<file path="src/rtl/sav_pkg.sv">
package sav_pkg;

  localparam int CH_W      = 4;
  localparam int ANGLE_W   = 12;
  localparam int TICK_W    = 12;
  localparam int DUR_W     = 16;
  localparam int STEP_W    = 13;
  localparam int CFG_IDX_W = 3;

  // Shared serial divider: widest dividend is |diff| * index (12 x 13 bits),
  // widest divisor is the step count (13 bits).
  localparam int DVD_W = 25;
  localparam int DVS_W = 13;

  localparam int DEFAULT_CHANNELS = 16;

  localparam logic [ANGLE_W-1:0] HOME_ANGLE  = 12'd1440;
  localparam logic [ANGLE_W-1:0] FULL_ANGLE  = 12'd2880;
  localparam logic [DVS_W-1:0]   MS_PER_STEP = 13'd10;

  localparam logic [CH_W-1:0] CH_GROUP_A = 4'd3;
  localparam logic [CH_W-1:0] CH_GROUP_B = 4'd4;

  localparam logic [TICK_W-1:0] RST_DEF_MIN = 12'd115;
  localparam logic [TICK_W-1:0] RST_DEF_MAX = 12'd490;
  localparam logic [TICK_W-1:0] RST_CHA_MIN = 12'd150;
  localparam logic [TICK_W-1:0] RST_CHA_MAX = 12'd560;
  localparam logic [TICK_W-1:0] RST_CHB_MIN = 12'd150;
  localparam logic [TICK_W-1:0] RST_CHB_MAX = 12'd480;

  typedef enum logic [CFG_IDX_W-1:0] {
    REG_DEF_MIN = 3'd0,
    REG_DEF_MAX = 3'd1,
    REG_CHA_MIN = 3'd2,
    REG_CHA_MAX = 3'd3,
    REG_CHB_MIN = 3'd4,
    REG_CHB_MAX = 3'd5
  } reg_idx_t;

  typedef enum logic {
    OP_MOVE = 1'b0,
    OP_TICK = 1'b1
  } opcode_t;

  typedef enum logic {
    ST_STEP = 1'b0,
    ST_BUSY = 1'b1
  } status_t;

endpackage

</file>
<file path="src/rtl/servo_angle_ramp_to_pwm_core.sv">
// Servo ramp generator: turns move and tick requests into PWM pulse-end ticks.
// Input channel (in_valid/in_ready): a move request starts a linear ramp from
// the channel's stored angle to the target; a tick request advances the ramp
// by one step. A move while a ramp runs yields one result with busy status.
// A tick while no ramp runs yields no result.
// Output channel (out_valid/out_ready): one result per move and per tick that
// advances a ramp. A finished result sits in the output register; a new request
// is taken while it waits, and processing stalls only when the next result is
// ready and the output register is still full.
// Work: every division goes through one bit-serial divider, which is loaded
// before it starts and whose quotient is taken when it is done. A tick needs
// two divisions, an accepted move three (step count, offset, tick mapping) and
// a rejected move none.
// One request is in work at a time; the next is taken in the cycle after the
// result is registered.
// Configuration (cfg_we/cfg_index/cfg_wdata) sets the min/max tick pairs.
// Reset restores the default tick pairs, ends any ramp and sets every channel's
// stored angle to 90 degrees.
module servo_angle_ramp_to_pwm_core #(
  parameter int CHANNELS = sav_pkg::DEFAULT_CHANNELS
) (
  input  logic                          clk,
  input  logic                          rst_n,
  input  logic                          in_valid,
  output logic                          in_ready,
  input  logic                          in_opcode,
  input  logic [sav_pkg::CH_W-1:0]      in_channel,
  input  logic [sav_pkg::ANGLE_W-1:0]   in_target_angle,
  input  logic [sav_pkg::DUR_W-1:0]     in_duration_ms,
  output logic                          out_valid,
  input  logic                          out_ready,
  output logic                          out_status,
  output logic [sav_pkg::CH_W-1:0]      out_servo_channel,
  output logic [sav_pkg::TICK_W-1:0]    out_pulse_end_tick,
  output logic                          out_final_step,
  input  logic                          cfg_we,
  input  logic [sav_pkg::CFG_IDX_W-1:0] cfg_index,
  input  logic [sav_pkg::TICK_W-1:0]    cfg_wdata
);
  import sav_pkg::*;

  localparam int AW = (CHANNELS > 1) ? $clog2(CHANNELS) : 1;
  localparam int NUM_CH_CODES = 2 ** CH_W;

  typedef enum logic [7:0] {
    S_IDLE  = 8'b0000_0001,
    S_LOAD  = 8'b0000_0010,
    S_STEPS = 8'b0000_0100,
    S_MUL1  = 8'b0000_1000,
    S_DIV1  = 8'b0001_0000,
    S_MUL2  = 8'b0010_0000,
    S_DIV2  = 8'b0100_0000,
    S_EMIT  = 8'b1000_0000
  } state_t;

  state_t state_r;

  // Tick pair registers.
  logic [TICK_W-1:0] def_min_r, def_max_r, cha_min_r, cha_max_r, chb_min_r, chb_max_r;

  // Ramp state.
  logic               active_r;
  logic [CH_W-1:0]    ch_r;
  logic [AW-1:0]      cidx_r;
  logic [ANGLE_W-1:0] tgt_r;
  logic [ANGLE_W-1:0] start_r;
  logic               diff_neg_r;
  logic [ANGLE_W-1:0] absdiff_r;
  logic [STEP_W-1:0]  steps_r;
  logic [STEP_W-1:0]  index_r;
  logic [ANGLE_W-1:0] pos_r;
  logic               dneg_r;

  // Pending result and output register.
  logic               res_status_r;
  logic [CH_W-1:0]    res_ch_r;
  logic [TICK_W-1:0]  res_tick_r;
  logic               res_last_r;
  logic               out_valid_r;
  logic               out_status_r;
  logic [CH_W-1:0]    out_ch_r;
  logic [TICK_W-1:0]  out_tick_r;
  logic               out_last_r;

  // Divider operands.
  logic [DVD_W-1:0] dvd_r;
  logic [DVS_W-1:0] dvs_r;
  logic             div_start_r;
  logic             div_done;
  logic [DVD_W-1:0] div_quot;
  logic [DVS_W-1:0] div_rem;

  logic [AW-1:0] ch_mod [NUM_CH_CODES];

  logic               in_acc;
  logic               mem_rd_en;
  logic               mem_wr_en;
  logic [ANGLE_W-1:0] mem_rd_data;
  logic               emit_go;

  logic [TICK_W-1:0]  sel_lo, sel_hi;
  logic [ANGLE_W:0]   start_diff;
  logic [ANGLE_W:0]   delta;
  logic [STEP_W-1:0]  idx_inc;
  logic [ANGLE_W-1:0] off_q;
  logic [ANGLE_W-1:0] pos_raw;
  logic [TICK_W-1:0]  qm;
  logic [TICK_W:0]    qadj;
  logic [TICK_W-1:0]  tick_v;

  // Channel-to-entry map, evaluated at elaboration.
  for (genvar g = 0; g < NUM_CH_CODES; g++) begin : g_chmod
    assign ch_mod[g] = AW'(g % CHANNELS);
  end

  assign in_ready  = (state_r == S_IDLE);
  assign in_acc    = in_valid && in_ready;
  assign mem_rd_en = in_acc && (in_opcode == OP_MOVE) && !active_r;
  assign emit_go   = (state_r == S_EMIT) && (!out_valid_r || out_ready);
  assign mem_wr_en = emit_go && (res_status_r == ST_STEP) && res_last_r;

  sav_angle_mem #(
    .DEPTH (CHANNELS),
    .AW    (AW)
  ) u_mem (
    .clk     (clk),
    .rst_n   (rst_n),
    .rd_en   (mem_rd_en),
    .rd_addr (ch_mod[in_channel]),
    .wr_en   (mem_wr_en),
    .wr_addr (cidx_r),
    .wr_data (tgt_r),
    .rd_data (mem_rd_data)
  );

  sav_div #(
    .DVD_W (DVD_W),
    .DVS_W (DVS_W)
  ) u_div (
    .clk      (clk),
    .rst_n    (rst_n),
    .start    (div_start_r),
    .dividend (dvd_r),
    .divisor  (dvs_r),
    .done     (div_done),
    .quot     (div_quot),
    .rem      (div_rem)
  );

  always_comb begin
    if (ch_r == CH_GROUP_A) begin
      sel_lo = cha_min_r;
      sel_hi = cha_max_r;
    end else if (ch_r == CH_GROUP_B) begin
      sel_lo = chb_min_r;
      sel_hi = chb_max_r;
    end else begin
      sel_lo = def_min_r;
      sel_hi = def_max_r;
    end
  end

  always_comb begin
    start_diff = {1'b0, tgt_r} - {1'b0, mem_rd_data};
    delta      = {1'b0, sel_hi} - {1'b0, sel_lo};
    idx_inc    = index_r + 1'b1;
    // The offset never exceeds |diff|, so the position stays within 0..4095.
    off_q      = div_quot[ANGLE_W-1:0];
    pos_raw    = diff_neg_r ? (start_r - off_q) : (start_r + off_q);
    // Floor division for a falling slope: round the magnitude up.
    qm         = div_quot[TICK_W-1:0];
    qadj       = {1'b0, qm} + {{TICK_W{1'b0}}, (dneg_r && (div_rem != '0))};
    tick_v     = dneg_r ? (sel_lo - qadj[TICK_W-1:0]) : (sel_lo + qm);
  end

  always_ff @(posedge clk) begin
    if (!rst_n) begin
      def_min_r <= RST_DEF_MIN;
      def_max_r <= RST_DEF_MAX;
      cha_min_r <= RST_CHA_MIN;
      cha_max_r <= RST_CHA_MAX;
      chb_min_r <= RST_CHB_MIN;
      chb_max_r <= RST_CHB_MAX;
    end else if (cfg_we) begin
      case (cfg_index)
        REG_DEF_MIN: def_min_r <= cfg_wdata;
        REG_DEF_MAX: def_max_r <= cfg_wdata;
        REG_CHA_MIN: cha_min_r <= cfg_wdata;
        REG_CHA_MAX: cha_max_r <= cfg_wdata;
        REG_CHB_MIN: chb_min_r <= cfg_wdata;
        REG_CHB_MAX: chb_max_r <= cfg_wdata;
        default: ;
      endcase
    end
  end

  always_ff @(posedge clk) begin
    if (!rst_n) begin
      state_r     <= S_IDLE;
      active_r    <= 1'b0;
      div_start_r <= 1'b0;
      out_valid_r <= 1'b0;
    end else begin
      div_start_r <= 1'b0;
      if (emit_go) begin
        out_valid_r <= 1'b1;
      end else if (out_ready) begin
        out_valid_r <= 1'b0;
      end

      case (state_r)
        S_IDLE: begin
          if (in_acc) begin
            if (in_opcode == OP_TICK) begin
              if (active_r) begin
                state_r <= S_MUL1;
              end
            end else if (active_r) begin
              res_status_r <= ST_BUSY;
              res_ch_r     <= in_channel;
              res_tick_r   <= '0;
              res_last_r   <= 1'b0;
              state_r      <= S_EMIT;
            end else begin
              ch_r        <= in_channel;
              cidx_r      <= ch_mod[in_channel];
              tgt_r       <= in_target_angle;
              dvd_r       <= DVD_W'(in_duration_ms);
              dvs_r       <= MS_PER_STEP;
              div_start_r <= 1'b1;
              state_r     <= S_LOAD;
            end
          end
        end
        S_LOAD: begin
          start_r    <= mem_rd_data;
          diff_neg_r <= start_diff[ANGLE_W];
          absdiff_r  <= start_diff[ANGLE_W] ? ANGLE_W'(-start_diff)
                                            : start_diff[ANGLE_W-1:0];
          state_r    <= S_STEPS;
        end
        S_STEPS: begin
          if (div_done) begin
            steps_r  <= (div_quot == '0) ? STEP_W'(1) : div_quot[STEP_W-1:0];
            index_r  <= '0;
            active_r <= 1'b1;
            state_r  <= S_MUL1;
          end
        end
        S_MUL1: begin
          index_r     <= idx_inc;
          dvd_r       <= {{(DVD_W-ANGLE_W){1'b0}}, absdiff_r}
                       * {{(DVD_W-STEP_W){1'b0}}, idx_inc};
          dvs_r       <= steps_r;
          div_start_r <= 1'b1;
          state_r     <= S_DIV1;
        end
        S_DIV1: begin
          if (div_done) begin
            pos_r   <= (pos_raw > FULL_ANGLE) ? FULL_ANGLE : pos_raw;
            state_r <= S_MUL2;
          end
        end
        S_MUL2: begin
          dneg_r      <= delta[TICK_W];
          dvd_r       <= {{(DVD_W-ANGLE_W){1'b0}}, pos_r}
                       * {{(DVD_W-TICK_W){1'b0}},
                          (delta[TICK_W] ? TICK_W'(-delta) : delta[TICK_W-1:0])};
          dvs_r       <= DVS_W'(FULL_ANGLE);
          div_start_r <= 1'b1;
          state_r     <= S_DIV2;
        end
        S_DIV2: begin
          if (div_done) begin
            res_status_r <= ST_STEP;
            res_ch_r     <= ch_r;
            res_tick_r   <= tick_v;
            res_last_r   <= (index_r >= steps_r);
            state_r      <= S_EMIT;
          end
        end
        S_EMIT: begin
          if (emit_go) begin
            if (mem_wr_en) begin
              active_r <= 1'b0;
            end
            state_r <= S_IDLE;
          end
        end
        default: begin
          state_r <= S_IDLE;
        end
      endcase
    end
  end

  always_ff @(posedge clk) begin
    if (emit_go) begin
      out_status_r <= res_status_r;
      out_ch_r     <= res_ch_r;
      out_tick_r   <= res_tick_r;
      out_last_r   <= res_last_r;
    end
  end

  assign out_valid          = out_valid_r;
  assign out_status         = out_status_r;
  assign out_servo_channel  = out_ch_r;
  assign out_pulse_end_tick = out_tick_r;
  assign out_final_step     = out_last_r;

endmodule

</file>
<file path="src/rtl/sav_div.sv">
module sav_div #(
  parameter int DVD_W = sav_pkg::DVD_W,
  parameter int DVS_W = sav_pkg::DVS_W
) (
  input  logic             clk,
  input  logic             rst_n,
  input  logic             start,
  input  logic [DVD_W-1:0] dividend,
  input  logic [DVS_W-1:0] divisor,
  output logic             done,
  output logic [DVD_W-1:0] quot,
  output logic [DVS_W-1:0] rem
);
  import sav_pkg::*;

  localparam int CNT_W = $clog2(DVD_W + 1);

  logic [DVD_W-1:0] q_r;
  logic [DVS_W-1:0] rem_r;
  logic [DVS_W-1:0] dvs_r;
  logic [CNT_W-1:0] cnt_r;
  logic             busy_r;
  logic             done_r;

  logic [DVS_W:0]   shifted;
  logic             ge;
  logic [DVS_W-1:0] rem_nxt;
  logic [DVS_W:0]   diff_w;

  // One quotient bit per cycle, restoring form. The partial remainder always
  // stays below the divisor, so it fits in DVS_W bits.
  always_comb begin
    shifted = {rem_r, q_r[DVD_W-1]};
    diff_w  = shifted - {1'b0, dvs_r};
    ge      = (shifted >= {1'b0, dvs_r});
    rem_nxt = ge ? diff_w[DVS_W-1:0] : shifted[DVS_W-1:0];
  end

  always_ff @(posedge clk) begin
    if (!rst_n) begin
      busy_r <= 1'b0;
      done_r <= 1'b0;
      cnt_r  <= '0;
    end else begin
      done_r <= 1'b0;
      if (start) begin
        busy_r <= 1'b1;
        cnt_r  <= CNT_W'(DVD_W);
      end else if (busy_r) begin
        cnt_r <= cnt_r - 1'b1;
        if (cnt_r == CNT_W'(1)) begin
          busy_r <= 1'b0;
          done_r <= 1'b1;
        end
      end
    end
  end

  always_ff @(posedge clk) begin
    if (start) begin
      q_r   <= dividend;
      rem_r <= '0;
      dvs_r <= divisor;
    end else if (busy_r) begin
      q_r   <= {q_r[DVD_W-2:0], ge};
      rem_r <= rem_nxt;
    end
  end

  assign done = done_r;
  assign quot = q_r;
  assign rem  = rem_r;

endmodule

</file>
<file path="src/rtl/sav_angle_mem.sv">
module sav_angle_mem #(
  parameter int DEPTH = sav_pkg::DEFAULT_CHANNELS,
  parameter int AW    = (DEPTH > 1) ? $clog2(DEPTH) : 1
) (
  input  logic                        clk,
  input  logic                        rst_n,
  input  logic                        rd_en,
  input  logic [AW-1:0]               rd_addr,
  input  logic                        wr_en,
  input  logic [AW-1:0]               wr_addr,
  input  logic [sav_pkg::ANGLE_W-1:0] wr_data,
  output logic [sav_pkg::ANGLE_W-1:0] rd_data
);
  import sav_pkg::*;

  logic [ANGLE_W-1:0] mem_r [DEPTH];
  logic [DEPTH-1:0]   valid_r;
  logic [ANGLE_W-1:0] rd_data_r;
  logic               rd_hit_r;

  // An entry never written since reset reads as the home angle.
  always_ff @(posedge clk) begin
    if (!rst_n) begin
      valid_r  <= '0;
      rd_hit_r <= 1'b0;
    end else begin
      if (wr_en) begin
        valid_r[wr_addr] <= 1'b1;
      end
      if (rd_en) begin
        rd_hit_r <= valid_r[rd_addr];
      end
    end
  end

  always_ff @(posedge clk) begin
    if (wr_en) begin
      mem_r[wr_addr] <= wr_data;
    end
  end

  always_ff @(posedge clk) begin
    if (rd_en) begin
      rd_data_r <= mem_r[rd_addr];
    end
  end

  assign rd_data = rd_hit_r ? rd_data_r : HOME_ANGLE;

endmodule
</file>
<file path="config.mk">
export PLATFORM = sky130hd
export DESIGN_NAME = servo_angle_ramp_to_pwm_core
export DESIGN_NICKNAME = d
export VERILOG_FILES = /design/src/rtl/sav_pkg.sv /design/src/rtl/servo_angle_ramp_to_pwm_core.sv /design/src/rtl/sav_div.sv /design/src/rtl/sav_angle_mem.sv
export SDC_FILE = /design/constraint.sdc
export NUM_CORES = 2
export LEC_CHECK = 0
export ABC_AREA = 1
export BUFFER_PORTS_ARGS = -buffer_cell sky130_fd_sc_hd__buf_2
export CAP_MARGIN = 10
export CORE_ASPECT_RATIO = 1.1
export CORE_MARGIN = 4
export CORE_UTILIZATION = 35
export DETAILED_ROUTE_END_ITERATION = 7
export MAX_ROUTING_LAYER = met4
export PLACE_DENSITY = 0.47
export SLEW_MARGIN = 20
export SYNTH_ARGS = -nofsm -noshare
export SYNTH_HDL_FRONTEND = slang
export SYNTH_SLANG_ARGS = --single-unit
export TNS_END_PERCENT = 30
</file>
<file path="constraint.sdc">
create_clock -name clk -period 10.24 [get_ports clk]
set_input_delay 1.536 -clock clk [delete_from_list [all_inputs] [get_ports clk]]
set_output_delay 1.536 -clock clk [all_outputs]
set_load 0.05 [all_outputs]
</file>
==> out/summary.txt <==
Yosys top cell by area - edfxtp_1
Finished Layout Cells - 5106
Routed wire length - 98000 um
Post-synth top flop - edfxtp_1
Comb power frac - 53.2%
Synth Net Count - 4233
Top delay family on crit path - adder cells
Bufs on Longest Clock Path - 3
EDFF count, synth - 396
Status - finished, final reports clean
Fin Setup TNS - 0 ps
Worst setup path end - dvd_r[23]
Io pins - 73
Clock-pin slew on the worst setup and hold paths - 60 ps
Final hold vios - 0
Startpoint types - flop
CP max stage delay - 560 ps
Crit end category - flop
Crit Reg-Reg Startpoint - ch_r[1]
H-tree levels - 2
Area Growth Syn to Fin - 11.3%
WHS - 405 ps
Drt pass-1 iters - 7
Placed cell count - 4998
CP Class - flop to flop
Post-DP HPWL - 73200 um
Chip Width - 306 um
Share of layout cells above drive strength 1 - 7.92%
Final antenna-violating net count - 0
Clock power share - 22.3%
Worst relative slew slack - 27.8%
Via density per instance - 4.90
Port-buffer cells - 72
Post-CTS Hold Fix Bufs - 0
Core area - 0.0962 mm2
Crit path depth - 37
First-pass GRT wire length - 152000 um
Via count - 25.0k
Die H - 335 um
CTS tree - yes
Clock sink total - 516
Mapped cell area - 0.0341 mm2
Ant. Diodes - 0
Post-synthesis cell count - 3743
Worst path required time - 10570 ps
Sequential area share after synthesis - 41.9%
Initial antenna violation count - 0
Synthesized flop and latch total - 516
Data arrival, critical path - 9430 ps
Die area - 0.103 mm2
Clk root buf - clkbuf_16
Yosys top cell area share - 34.9%
RSZ-0062 raised after global routing - no
Hold Path Class - flop to flop
Distinct cells, synth - 58
Sequential share of power - 24.5%
Final instance area - 0.0380 mm2
Final Skew - 80.3 ps
Synth warnings - 0
Pwr per Cell Area - 256 mW/mm2
Later-pin clock latency in the skew report - 660 ps
Worst-margin pin slew - 1080 ps
Standard-cell row count - 119
Placed cell area - 0.0359 mm2
Total track usage - 19.7%
DR WL/cell - 19.2 um
WP buf/inv - 8
Reg2Reg Setup Slack - 1130 ps
Worst r2r dst - dvd_r[23]
Avg Cell Area, Syn - 9.11 um2
Tmin final - 9110 ps
Crit Path Max Fanout - 28
# Post-CTS Setup Buffers - 0
NetSw - 4230 uW
Post_cts resized - 0
TritonCTS buffer count - 59
Largest cells by area after synthesis - edfxtp_1, fa_1, ha_1
Starting DRT DRC Count - 1547
Initial Util - 35.5%
Crit path launch - ch_r[1]
Leak - 0.0166 uW
Switching share of power - 43.5%
Overflow after GRT - 0
Drc violations - 0
VDD IR-drop max - 301 uV
Tcrit/Tclk final - 88.9%
Max Fclk - 0.110 GHz
Largest net degree at the start of global routing - 82
Cells on worst reg2reg path - 37
Final #Nets - 4279
Final setup viols - 0
Cell internal pwr - 5500 uW
Max Slew Vio Count - 0
Max Cap Violations - 0
CP max-delay cell - xor2_2
Async set-reset flop share out of synthesis - 0%
GP Congestion - 0.888
Vias in the first global route - 25.4k
==> power by group through the flow <==
stage / Clock (uW) / Sequential [uW] / Combinational (uW)
floorplan: 0 / 2400 / 3760
global placement: 0 / 2430 / 5170
detailed placement: 0 / 2430 / 5140
CTS: 2220 / 2390 / 5210
global route: 2310 / 2390 / 6030
finish: 2170 / 2390 / 5180
==> area by class of cell <==
cell class | count | area [um2]
Clock buffer | 73 | 1580
Timing Repair Buffer | 121 | 728
Fill cell | 9807 | 58200
Clock inverter | 35 | 425
Sequential cell | 516 | 14300
Inverter | 598 | 2250
Tap cell | 1270 | 1590
Multi-Input combinational cell | 2493 | 17100
==> sequential cells by signal, summed over array words and instances (netlist names), 13 cells and up <==
| register | cells |
|---|---|
| steps_r | 13 |
| index_r | 13 |
| u_div.quot | 25 |
| u_mem.valid_r | 16 |
| u_div.dvs_r | 13 |
| dvd_r | 25 |
| dvs_r | 13 |
| u_mem.mem_r | 192 |
| u_div.rem | 13 |
==> logic make-up after synthesis <==
| group | synth area share [%] |
|---|---|
| adder cells (fa/ha/maj) | 20.8 |
| buffers and inverters | 8.17 |
| flip-flops | 41.9 |
| AO/OA/AOI/OAI | 10.5 |
| XOR/XNOR | 2.10 |
| AND/OR/NAND/NOR | 16.6 |
==> worst register-to-register path: cells and delay by family (launching register included) <==
family                   cells  cell delay [ps]
AO/OA/AOI/OAI                9             1740
XOR/XNOR                     1              560
adder cells (fa/ha/maj)      7             3260
buffers and inverters        8              810
flip-flops                   1              480
AND/OR/NAND/NOR             12             1960
==> how the worst min path moves through the flow <==
stage / startpoint / end / depth (start not counted)
5_1_grt: res_tick_r[5] / out_pulse_end_tick[5] / 0
2_1_floorplan: res_tick_r[0] / out_pulse_end_tick[0] / 0
6_report: res_tick_r[5] / out_pulse_end_tick[5] / 0
3_3_place_gp: res_tick_r[4] / out_pulse_end_tick[4] / 0
4_1_cts: res_tick_r[5] / out_pulse_end_tick[5] / 0
3_5_place_dp: res_tick_r[5] / out_pulse_end_tick[5] / 0
==> Yosys cell counts, drive strengths merged (4+ instances only) <==
master / n
a31oi: 28
o21ai: 275
xnor2: 22
o211ai: 33
dfxtp: 120
xor2: 59
a211oi: 4
o21a: 7
edfxtp: 396
a21o: 10
ha: 220
nand3: 131
o221ai: 47
o22ai: 26
nor4: 9
clkbuf: 128
fa: 217
o21bai: 11
nor3: 30
a21oi: 162
nand2: 660
nand3b: 8
buf: 8
inv: 586
or2: 33
clkinv: 12
nor2: 451
nand4: 26
==> cell usage in the layout, fill, tap and decap left out, drive strengths merged, types with 3 or more instances in the layout <==
cell type,synthesis,final
a21o,10,10
edfxtp,396,396
nand3,131,131
xor2,59,59
a21oi,162,162
dfxtp,120,120
inv,586,591
o221ai,47,47
or2,33,33
fa,217,217
bufinv,0,7
a221oi,3,3
a21boi,3,3
and3,3,3
a31oi,28,28
o21ai,275,275
clkbuf,128,73
a211oi,4,4
nand4,26,26
o21a,7,7
nor4,9,9
ha,220,220
nand3b,8,8
o211ai,33,33
nor2,451,451
xnor2,22,22
clkinv,12,34
buf,8,121
o22ai,26,26
and2,3,3
o21bai,11,11
nand2,660,660
nor3,30,30
==> layer usage <==
| layer | share of wire (%) | vias to the layer above | GRT usage (%) |
|---|---|---|---|
| met3 | 3.4 | 140 | 1.91 |
| met4 | 3.0 | 0 | 5.58 |
| met2 | 47 | 457 | 32.5 |
| met1 | 46 | 12000 | 26.0 |
| met5 | 0 | - | - |
| li1 | - | 12400 | - |
==> through the flow <==
stage / setup WS (ps) / total power (uW) / util, %
after floorplan: 2430 / 6160 / -
after global routing: 313 / 10700 / 39.5
after CTS: 1050 / 9820 / 39.4
final: 1130 / 9730 / 39.5
after global placement: 1220 / 7600 / 37.4
after detailed placement: 1170 / 7570 / 37.4
No activity file was read; power rests on OpenSTA's default activity.
